[config.mk]
export PLATFORM = sky130hd
export DESIGN_NAME = stream_pattern_star_masker_unit_flat
export DESIGN_NICKNAME = d
export VERILOG_FILES = /design/src/hdl/spsm_pkg.sv /design/src/hdl/spsm_feed_if.sv /design/src/hdl/spsm_result_if.sv /design/src/hdl/spsm_cfg_if.sv /design/src/hdl/stream_pattern_star_masker_unit.sv /design/src/hdl/spsm_front.sv /design/src/hdl/spsm_cmd_fifo.sv /design/src/hdl/spsm_back.sv /design/src/flat_wrapper.sv
export SDC_FILE = /design/constraint.sdc
export NUM_CORES = 1
export LEC_CHECK = 0
export ABC_AREA = 1
export BUFFER_PORTS_ARGS = -buffer_cell sky130_fd_sc_hd__buf_2
export CAP_MARGIN = 20
export CORE_MARGIN = 2
export CORE_UTILIZATION = 35
export CTS_BUF_LIST = sky130_fd_sc_hd__clkbuf_16
export CTS_CLUSTER_SIZE = 12
export DETAILED_ROUTE_END_ITERATION = 16
export GPL_TIMING_DRIVEN = 0
export PLACE_DENSITY = 0.59
export SLEW_MARGIN = 20
export SYNTH_ARGS = -nofsm -noshare
export SYNTH_HDL_FRONTEND = slang
export SYNTH_SLANG_ARGS = --single-unit
[constraint.sdc]
create_clock -name clk -period 12.2 [get_ports clk]
set_input_delay 1.22 -clock clk [delete_from_list [all_inputs] [get_ports clk]]
set_output_delay 1.22 -clock clk [all_outputs]
set_load 0.01 [all_outputs]
[src/hdl/spsm_pkg.sv]
// Shared constants, types and command format for the stream pattern star masker.
package spsm_pkg;

    // Window and pattern geometry
    localparam int MAX_PATTERN = 16;
    localparam int WIN_IDX_W   = $clog2(MAX_PATTERN);
    localparam int CNT_W       = $clog2(MAX_PATTERN + 1);
    localparam int LEN_W       = 5;
    localparam int WORD_W      = 64;

    // Configuration register indexes
    localparam int CFG_IDX_W = 2;
    localparam logic [CFG_IDX_W-1:0] REG_PATTERN_LOW    = 2'd0;
    localparam logic [CFG_IDX_W-1:0] REG_PATTERN_HIGH   = 2'd1;
    localparam logic [CFG_IDX_W-1:0] REG_PATTERN_LENGTH = 2'd2;

    // Reset value of the pattern length register
    localparam logic [LEN_W-1:0] PATTERN_LENGTH_RESET = 5'd1;

    // Replacement byte for masked pattern bytes
    localparam logic [7:0] STAR_BYTE = 8'd42;

    // Default depth of the command queue between front and back
    localparam int FIFO_DEPTH = 4;

    typedef logic [7:0] byte_t;

    // One command: a window snapshot, how many leading results are stars,
    // how many results in all, and whether the final one closes the stream
    typedef struct packed {
        byte_t [MAX_PATTERN-1:0] bytes;
        logic  [CNT_W-1:0]       star_cnt;
        logic  [CNT_W-1:0]       total_cnt;
        logic                    eos;
    } cmd_t;

endpackage

[src/hdl/spsm_feed_if.sv]
// Input byte stream channel.
interface spsm_feed_if import spsm_pkg::*; ();
    logic  valid;
    logic  ready;
    byte_t in_byte;
    logic  end_of_stream;

    modport source (output valid, output in_byte, output end_of_stream, input ready);
    modport sink   (input valid, input in_byte, input end_of_stream, output ready);
endinterface

[src/hdl/spsm_result_if.sv]
// Output byte stream channel.
interface spsm_result_if import spsm_pkg::*; ();
    logic  valid;
    logic  ready;
    byte_t out_byte;
    logic  last;

    modport source (output valid, output out_byte, output last, input ready);
    modport sink   (input valid, input out_byte, input last, output ready);
endinterface

[src/hdl/spsm_cfg_if.sv]
// Configuration write channel.
interface spsm_cfg_if import spsm_pkg::*; ();
    logic                 valid;
    logic                 ready;
    logic [CFG_IDX_W-1:0] index;
    logic [WORD_W-1:0]    data;

    modport source (output valid, output index, output data, input ready);
    modport sink   (input valid, input index, input data, output ready);
endinterface

[src/hdl/stream_pattern_star_masker_unit.sv]
// Top level of the stream pattern star masker.
//
//  Channel   Direction  Transaction                    Payload
//  -------   ---------  -----------------------------  -----------------------
//  feed      in         one stream byte                in_byte, end_of_stream
//  result    out        one masked or passed byte      out_byte, last
//  cfg       in         one register write             index, data
//
// One byte is taken every cycle while the command queue has room; the back
// end gives one result per cycle while the receiver is ready, so a match or a
// flush of N bytes occupies the output for N results and the queue soaks these bursts up.
// The first result of a byte passes through the queue, then the output register.
// Reset empties the window and queue, drops the output register and returns
// the configuration registers to their reset values; cfg is always ready.
module stream_pattern_star_masker_unit import spsm_pkg::*;
#(
    parameter int FifoDepth = FIFO_DEPTH
)
(
    input  logic          clk,
    input  logic          rst_n,
    spsm_feed_if.sink     feed,
    spsm_result_if.source result,
    spsm_cfg_if.sink      cfg
);

    logic push_valid;
    cmd_t push_cmd;
    logic push_ready;
    logic head_valid;
    cmd_t head;
    logic pop;

    // Classify bytes and issue commands
    spsm_front u_front
    (
        .clk        (clk),
        .rst_n      (rst_n),
        .feed       (feed),
        .cfg        (cfg),
        .push_valid (push_valid),
        .push_cmd   (push_cmd),
        .push_ready (push_ready)
    );

    // Decouple front and back
    spsm_cmd_fifo #(
        .Depth (FifoDepth)
    ) u_fifo
    (
        .clk        (clk),
        .rst_n      (rst_n),
        .push_valid (push_valid),
        .push_cmd   (push_cmd),
        .push_ready (push_ready),
        .head_valid (head_valid),
        .head       (head),
        .pop        (pop)
    );

    // Expand commands into result bytes
    spsm_back u_back
    (
        .clk        (clk),
        .rst_n      (rst_n),
        .head_valid (head_valid),
        .head       (head),
        .pop        (pop),
        .result     (result)
    );

endmodule

[src/hdl/spsm_front.sv]
// Front end: configuration registers, byte window, match decision and command issue.
module spsm_front import spsm_pkg::*;
(
    input  logic        clk,
    input  logic        rst_n,
    spsm_feed_if.sink   feed,
    spsm_cfg_if.sink    cfg,
    output logic        push_valid,
    output cmd_t        push_cmd,
    input  logic        push_ready
);

    logic [WORD_W-1:0]          pattern_low_reg;
    logic [WORD_W-1:0]          pattern_high_reg;
    logic [LEN_W-1:0]           pattern_length_reg;
    logic [CNT_W-1:0]           fill_reg;
    logic [CNT_W-1:0]           fill_next;
    byte_t [MAX_PATTERN-1:0]    win_reg;
    byte_t [MAX_PATTERN-1:0]    win_next;

    logic [2*WORD_W-1:0]        pattern_all;
    byte_t [MAX_PATTERN-1:0]    pat;
    byte_t [MAX_PATTERN-1:0]    app;
    logic [CNT_W-1:0]           eff_len;
    logic [CNT_W-1:0]           fill_app;
    logic [CNT_W-1:0]           shift;
    logic                       accept;
    logic                       decide;
    logic                       match;

    // Configuration writes are always taken
    assign cfg.ready = 1'b1;

    always_ff @(posedge clk or negedge rst_n)
    begin
        if (!rst_n)
        begin
            pattern_low_reg    <= '0;
            pattern_high_reg   <= '0;
            pattern_length_reg <= PATTERN_LENGTH_RESET;
        end
        else if (cfg.valid)
        begin
            unique case (cfg.index)
                REG_PATTERN_LOW:    pattern_low_reg    <= cfg.data;
                REG_PATTERN_HIGH:   pattern_high_reg   <= cfg.data;
                REG_PATTERN_LENGTH: pattern_length_reg <= cfg.data[LEN_W-1:0];
                default:            ;
            endcase
        end
    end

    // Clamp the pattern length to 1..MAX_PATTERN
    always_comb
    begin
        if (pattern_length_reg == '0)
            eff_len = CNT_W'(1);
        else if (pattern_length_reg > LEN_W'(MAX_PATTERN))
            eff_len = CNT_W'(MAX_PATTERN);
        else
            eff_len = CNT_W'(pattern_length_reg);
    end

    // Split the pattern into bytes
    assign pattern_all = {pattern_high_reg, pattern_low_reg};
    always_comb
    begin
        for (int i = 0; i < MAX_PATTERN; i++)
            pat[i] = pattern_all[8*i +: 8];
    end

    assign feed.ready = push_ready;
    assign accept     = feed.valid && push_ready;

    // Append the incoming byte behind the pending ones
    assign fill_app = (fill_reg < CNT_W'(MAX_PATTERN)) ? fill_reg + CNT_W'(1) : fill_reg;
    always_comb
    begin
        for (int i = 0; i < MAX_PATTERN; i++)
        begin
            if (CNT_W'(i) == fill_reg)
                app[i] = feed.in_byte;
            else
                app[i] = win_reg[i];
        end
    end

    // Compare the oldest eff_len bytes with the pattern
    assign decide = fill_app >= eff_len;
    always_comb
    begin
        match = 1'b1;
        for (int i = 0; i < MAX_PATTERN; i++)
        begin
            if ((CNT_W'(i) < eff_len) && (app[i] != pat[i]))
                match = 1'b0;
        end
    end

    // Bytes that leave the window by the decision
    always_comb
    begin
        if (!decide)
            shift = '0;
        else if (match)
            shift = eff_len;
        else
            shift = CNT_W'(1);
    end

    // Issue a command for a decision or a flush
    always_comb
    begin
        push_valid         = accept && (decide || feed.end_of_stream);
        push_cmd.bytes     = app;
        push_cmd.star_cnt  = (decide && match) ? eff_len : '0;
        push_cmd.total_cnt = feed.end_of_stream ? fill_app : shift;
        push_cmd.eos       = feed.end_of_stream;
    end

    // Advance the window past the bytes handed on
    always_comb
    begin
        for (int i = 0; i < MAX_PATTERN; i++)
        begin
            logic [CNT_W:0] j;
            j = (CNT_W+1)'(i) + {1'b0, shift};
            if (j < (CNT_W+1)'(MAX_PATTERN))
                win_next[i] = app[j[WIN_IDX_W-1:0]];
            else
                win_next[i] = app[i];
        end
        fill_next = feed.end_of_stream ? '0 : fill_app - shift;
    end

    always_ff @(posedge clk or negedge rst_n)
    begin
        if (!rst_n)
            fill_reg <= '0;
        else if (accept)
            fill_reg <= fill_next;
    end

    always_ff @(posedge clk)
    begin
        if (accept)
            win_reg <= win_next;
    end

`ifndef SYNTHESIS
    a_fill_below_max: assert property (@(posedge clk) disable iff (!rst_n)
        fill_reg < CNT_W'(MAX_PATTERN))
        else $error("window fill reached its maximum after a step");

    a_flush_empties: assert property (@(posedge clk) disable iff (!rst_n)
        accept && feed.end_of_stream |=> fill_reg == '0)
        else $error("window not empty after end of stream");

    a_cmd_counts: assert property (@(posedge clk) disable iff (!rst_n)
        push_valid |-> (push_cmd.total_cnt != '0) && (push_cmd.star_cnt <= push_cmd.total_cnt))
        else $error("command with inconsistent result counts");
`endif

endmodule

[src/hdl/spsm_cmd_fifo.sv]
// Short command queue between the front and back ends.
module spsm_cmd_fifo import spsm_pkg::*;
#(
    parameter int Depth = FIFO_DEPTH
)
(
    input  logic clk,
    input  logic rst_n,
    input  logic push_valid,
    input  cmd_t push_cmd,
    output logic push_ready,
    output logic head_valid,
    output cmd_t head,
    input  logic pop
);

    localparam int PtrW   = $clog2(Depth);
    localparam int CountW = $clog2(Depth + 1);

    cmd_t              entry_reg [Depth];
    logic [PtrW-1:0]   wr_ptr_reg;
    logic [PtrW-1:0]   rd_ptr_reg;
    logic [CountW-1:0] count_reg;
    logic              do_push;
    logic              do_pop;

    assign push_ready = count_reg != CountW'(Depth);
    assign head_valid = count_reg != '0;
    assign head       = entry_reg[rd_ptr_reg];
    assign do_push    = push_valid && push_ready;
    assign do_pop     = pop && head_valid;

    // Store a pushed command
    always_ff @(posedge clk)
    begin
        if (do_push)
            entry_reg[wr_ptr_reg] <= push_cmd;
    end

    // Advance pointers and occupancy
    always_ff @(posedge clk or negedge rst_n)
    begin
        if (!rst_n)
        begin
            wr_ptr_reg <= '0;
            rd_ptr_reg <= '0;
            count_reg  <= '0;
        end
        else
        begin
            if (do_push)
                wr_ptr_reg <= (wr_ptr_reg == PtrW'(Depth - 1)) ? '0 : wr_ptr_reg + PtrW'(1);
            if (do_pop)
                rd_ptr_reg <= (rd_ptr_reg == PtrW'(Depth - 1)) ? '0 : rd_ptr_reg + PtrW'(1);
            if (do_push && !do_pop)
                count_reg <= count_reg + CountW'(1);
            else if (do_pop && !do_push)
                count_reg <= count_reg - CountW'(1);
        end
    end

endmodule

[src/hdl/spsm_back.sv]
// Back end: expands queued commands into result bytes through an output register.
module spsm_back import spsm_pkg::*;
(
    input  logic          clk,
    input  logic          rst_n,
    input  logic          head_valid,
    input  cmd_t          head,
    output logic          pop,
    spsm_result_if.source result
);

    logic [WIN_IDX_W-1:0] idx_reg;
    logic                 out_valid_reg;
    byte_t                out_byte_reg;
    logic                 last_reg;
    logic                 load;
    logic                 is_final;
    byte_t                cur_byte;

    assign result.valid    = out_valid_reg;
    assign result.out_byte = out_byte_reg;
    assign result.last     = last_reg;

    // Load a new result whenever the output register is free or drained
    assign load     = head_valid && (!out_valid_reg || result.ready);
    assign is_final = ({1'b0, idx_reg} + CNT_W'(1)) == head.total_cnt;
    assign pop      = load && is_final;

    // Stars first, then window bytes from the same position
    assign cur_byte = ({1'b0, idx_reg} < head.star_cnt) ? STAR_BYTE : head.bytes[idx_reg];

    always_ff @(posedge clk or negedge rst_n)
    begin
        if (!rst_n)
        begin
            idx_reg       <= '0;
            out_valid_reg <= 1'b0;
        end
        else
        begin
            if (load)
            begin
                out_valid_reg <= 1'b1;
                idx_reg       <= is_final ? '0 : idx_reg + WIN_IDX_W'(1);
            end
            else if (result.ready)
            begin
                out_valid_reg <= 1'b0;
            end
        end
    end

    // Hold the payload until the transaction completes
    always_ff @(posedge clk)
    begin
        if (load)
        begin
            out_byte_reg <= cur_byte;
            last_reg     <= head.eos && is_final;
        end
    end

endmodule

[src/flat_wrapper.sv]
// flat-port wrapper written by rule: the top's interface ports become plain ports
module stream_pattern_star_masker_unit_flat import spsm_pkg::*;
#(
    parameter int FifoDepth = FIFO_DEPTH
)
  (clk, rst_n, feed_valid, feed_in_byte, feed_end_of_stream, feed_ready, result_valid, result_out_byte, result_last, result_ready, cfg_valid, cfg_index, cfg_data, cfg_ready);
  spsm_feed_if feed_i ();
  spsm_result_if result_i ();
  spsm_cfg_if cfg_i ();
  input  logic clk;
  input  logic rst_n;
  input wire logic [$bits(feed_i.valid)-1:0] feed_valid;
  input wire logic [$bits(feed_i.in_byte)-1:0] feed_in_byte;
  input wire logic [$bits(feed_i.end_of_stream)-1:0] feed_end_of_stream;
  output wire logic [$bits(feed_i.ready)-1:0] feed_ready;
  output wire logic [$bits(result_i.valid)-1:0] result_valid;
  output wire logic [$bits(result_i.out_byte)-1:0] result_out_byte;
  output wire logic [$bits(result_i.last)-1:0] result_last;
  input wire logic [$bits(result_i.ready)-1:0] result_ready;
  input wire logic [$bits(cfg_i.valid)-1:0] cfg_valid;
  input wire logic [$bits(cfg_i.index)-1:0] cfg_index;
  input wire logic [$bits(cfg_i.data)-1:0] cfg_data;
  output wire logic [$bits(cfg_i.ready)-1:0] cfg_ready;
  assign feed_i.valid = feed_valid;
  assign feed_i.in_byte = feed_in_byte;
  assign feed_i.end_of_stream = feed_end_of_stream;
  assign feed_ready = feed_i.ready;
  assign result_valid = result_i.valid;
  assign result_out_byte = result_i.out_byte;
  assign result_last = result_i.last;
  assign result_i.ready = result_ready;
  assign cfg_i.valid = cfg_valid;
  assign cfg_i.index = cfg_index;
  assign cfg_i.data = cfg_data;
  assign cfg_ready = cfg_i.ready;
  stream_pattern_star_masker_unit #(.FifoDepth(FifoDepth)) u_core (.clk(clk), .rst_n(rst_n), .feed(feed_i), .result(result_i), .cfg(cfg_i));
endmodule
==> implementation parameters <==
Parameter                              Value

Floorplanning
  X dimension of the die    362 um
  Core Region    127000 sq um
  Overall die height    362 um
  Total die area    131000 sq um
  Initial core utilization    35.2%
  Number of placement rows    131
  I/O pin count    92

Logic synthesis
  Distinct cell type count of the synthesized netlist    50
  Syn Inst Count    5222
  Post-synthesis async set-or-reset flop share    17.8%
  Warning count from the yosys run    0
  Syn avg cell area    8.59 sq um
  Number of synthesized flops with an enable pin    693
  Net count after synthesis    5338
  Synthesized flop and latch total    843
  Total standard cell area after synthesis    44900 sq um
  Most instantiated flip-flop cell in the synthesis netlist    sky130_fd_sc_hd__edfxtp_1
  Sequential area share after synthesis    54.8%

Clock network
  Clk Tree Root Cell    sky130_fd_sc_hd__clkbuf_16
  Number of clock sinks    843
  Resize count post-CTS    0
  Clock-pin slew on the worst setup and hold paths    0.06 ns
  Number of buffers inserted by post-CTS setup repair    0
  Number of buffers added to fix hold violations after cts    0
  Insertion delay to the later sink of the worst-skew pair    0.77 ns
  CTS tree    built
  Deepest level of the CTS H-tree    3
  TritonCTS Buffers    92
  Max Root-Sink Buffers    3

Run
  Max capacitance violation total    0

Timing
  Hold violation total from the final report    0
  Clock period minus worst slack    8.31 ns
  Max-slew violation total from the final report    0
  Fin crit share    68.1%
  Max transition margin    21.3%
  Tightest Pin Transition    1.17 ns
  RSZ-0062 raised after global routing    false
  Clock skew    0.0470 ns
  Worst slack on hold paths    0.436 ns
  Setup-failing EPs final    0
  Achievable frequency    0.120 GHz

Finish
  Combined area of the multi-input logic cells    17900 sq um
  Storage cell area    24600 sq um
  Proportion of layout cells with a drive suffix above 1    7.71%
  # nets final    5554
  Fillers    12800
  Post-route insts no fill    7182
  Layout Area Growth over Synthesis    14.1%
  Max reg flops    556
  Most common cell after layout, fill and taps aside    sky130_fd_sc_hd__nand2_1
  Commonest cells after routing, fill and taps aside    sky130_fd_sc_hd__nand2_1, sky130_fd_sc_hd__nand3_1, sky130_fd_sc_hd__edfxtp_1
  Final design area excluding fillers    51200 sq um

Global routing
  Maximum number of pins on one net before global-route repair    93
  Global-route total usage across every layer    34.8%
  Vias in the first global route    38500
  Number of antenna violations at the first check in global routing    29
  Wire length of the first global-routing pass    314 mm
  GR Overflow Total    0

Detailed routing
  Final ANT Viol Nets    0
  Total Wirelength    232 mm
  Count of vias placed by the detailed router    42200
  Number of DRC markers in iteration 0    6456
  Number of remaining DRC errors    0
  Router iterations before antenna repair    7
  Routed wirelength normalized by instance count    32.3 um
  Vias/cell    5.88

Placement
  Final Wtd Congestion    1.04
  Post-placement cell area    48200 sq um
  Post-placement cell count    7006
  Port Buffers    90
  Detailed placement HPWL    182 mm

Worst setup path
  Required time of the critical path    12.71 ns
  Critical Setup Path Class    reg2reg
  Critical Path Fanout Max    10
  CP max stage delay    0.74 ns
  Top cell by count, worst path    sky130_fd_sc_hd__nand2_1
  Standard cell with the maximum stage delay on the critical path    sky130_fd_sc_hd__o21ai_2
  Type of origin of the critical path    flop
  Arrival time at the worst endpoint    8.82 ns
  Worst setup EP type    flop

Status
  Outcome    finished clean

Min path
  Classification of the worst-slack hold path    in2async
-- stage by stage --
step                util (%)   TNS, ns  setup slack (ns)
floorplan                  -         0             0.861
global placement        37.2  -3726.49             -6.90
detailed placement      37.9         0              3.85
CTS                     40.1         0              4.22
global route            40.2         0              3.74
finish                  40.2         0              3.89
-- synth_stat cells, types with 18 or more instances --
cell type                  instances  area, sq um
sky130_fd_sc_hd__edfxtp_1        693        20800
sky130_fd_sc_hd__buf_2            40          200
sky130_fd_sc_hd__inv_1           298         1120
sky130_fd_sc_hd__inv_2            24         90.1
sky130_fd_sc_hd__o221ai_1         21          184
sky130_fd_sc_hd__buf_1            20         75.1
sky130_fd_sc_hd__o21ai_0         493         2470
sky130_fd_sc_hd__xor2_1           18          158
sky130_fd_sc_hd__buf_4            26          195
sky130_fd_sc_hd__a21oi_1          27          135
sky130_fd_sc_hd__ha_1             34          425
sky130_fd_sc_hd__nand2_1        1333         5000
sky130_fd_sc_hd__o21ai_2          27          236
sky130_fd_sc_hd__dfrtp_1         149         3730
sky130_fd_sc_hd__nand3b_1         71          533
sky130_fd_sc_hd__clkbuf_1        198          743
sky130_fd_sc_hd__nor2_1          415         1560
sky130_fd_sc_hd__nand3_1        1084         5430
sky130_fd_sc_hd__o22ai_1         142          888
-- critical path, delay by kind of cell, from the launching register on --
family	cells	cell delay [ns]
adders and majority gates	2	0.49
AOI/OAI and AO/OA	1	0.74
buffers and inverters	9	2.24
and+or+nand+nor	18	4.18
DFF	1	0.42
-- final timing paths --
path                                                      start                                    to  slack [ns]  cells past startpoint
max                                  u_core.u_front.fill_reg[1]            u_core.u_front.win_reg[24]        3.89                     30
min                                                       rst_n   u_core.u_front.pattern_high_reg[24]        0.44                      1
max reg2reg                          u_core.u_front.fill_reg[1]            u_core.u_front.win_reg[24]        3.89                     30
min reg2reg                u_core.u_front.pattern_length_reg[0]  u_core.u_front.pattern_length_reg[0]        0.50                      2
max in group asynchronous                                 rst_n              u_core.u_back.idx_reg[3]       10.86                      2
min in group clk           u_core.u_front.pattern_length_reg[0]  u_core.u_front.pattern_length_reg[0]        0.50                      2
-- final cells by class --
type	instances	area share [%]
antenna	11	0.0538
buffer	285	2.42
clock buffer	93	4.55
clock inverter	72	1.12
inverter	334	2.46
multi-input combinational	3760	35.0
sequential	843	48.0
tap	1662	4.06
timing repair buffer	122	2.32
-- logic make-up (layout without fill, tap and decap cells) --
kind of cell / count (synthesis) / after routing / synth area share (%)
other: 1 / 12 / 0.00836
buffers and inverters: 619 / 906 / 5.53
and+or+nand+nor: 2944 / 2944 / 28.6
DFF: 843 / 843 / 54.8
adders and majority gates: 36 / 36 / 1.04
xor gates and xnor gates: 28 / 28 / 0.664
AOI/OAI and AO/OA: 751 / 751 / 9.41
-- layer usage --
metal / global-route usage, % / part of all wire, % / wire length (um) / vias up
li1: - / - / - / 18600
met1: 46.6 / 41 / 95300 / 20800
met2: 52.8 / 43 / 100000 / 2286
met3: 6.63 / 8.9 / 20700 / 505
met4: 19.6 / 6.7 / 15600 / 10
met5: 0 / 0.028 / 64 / -
Power is not shown: default switching activity piles up to over one toggle a cycle in this logic, so the estimate is an artifact.
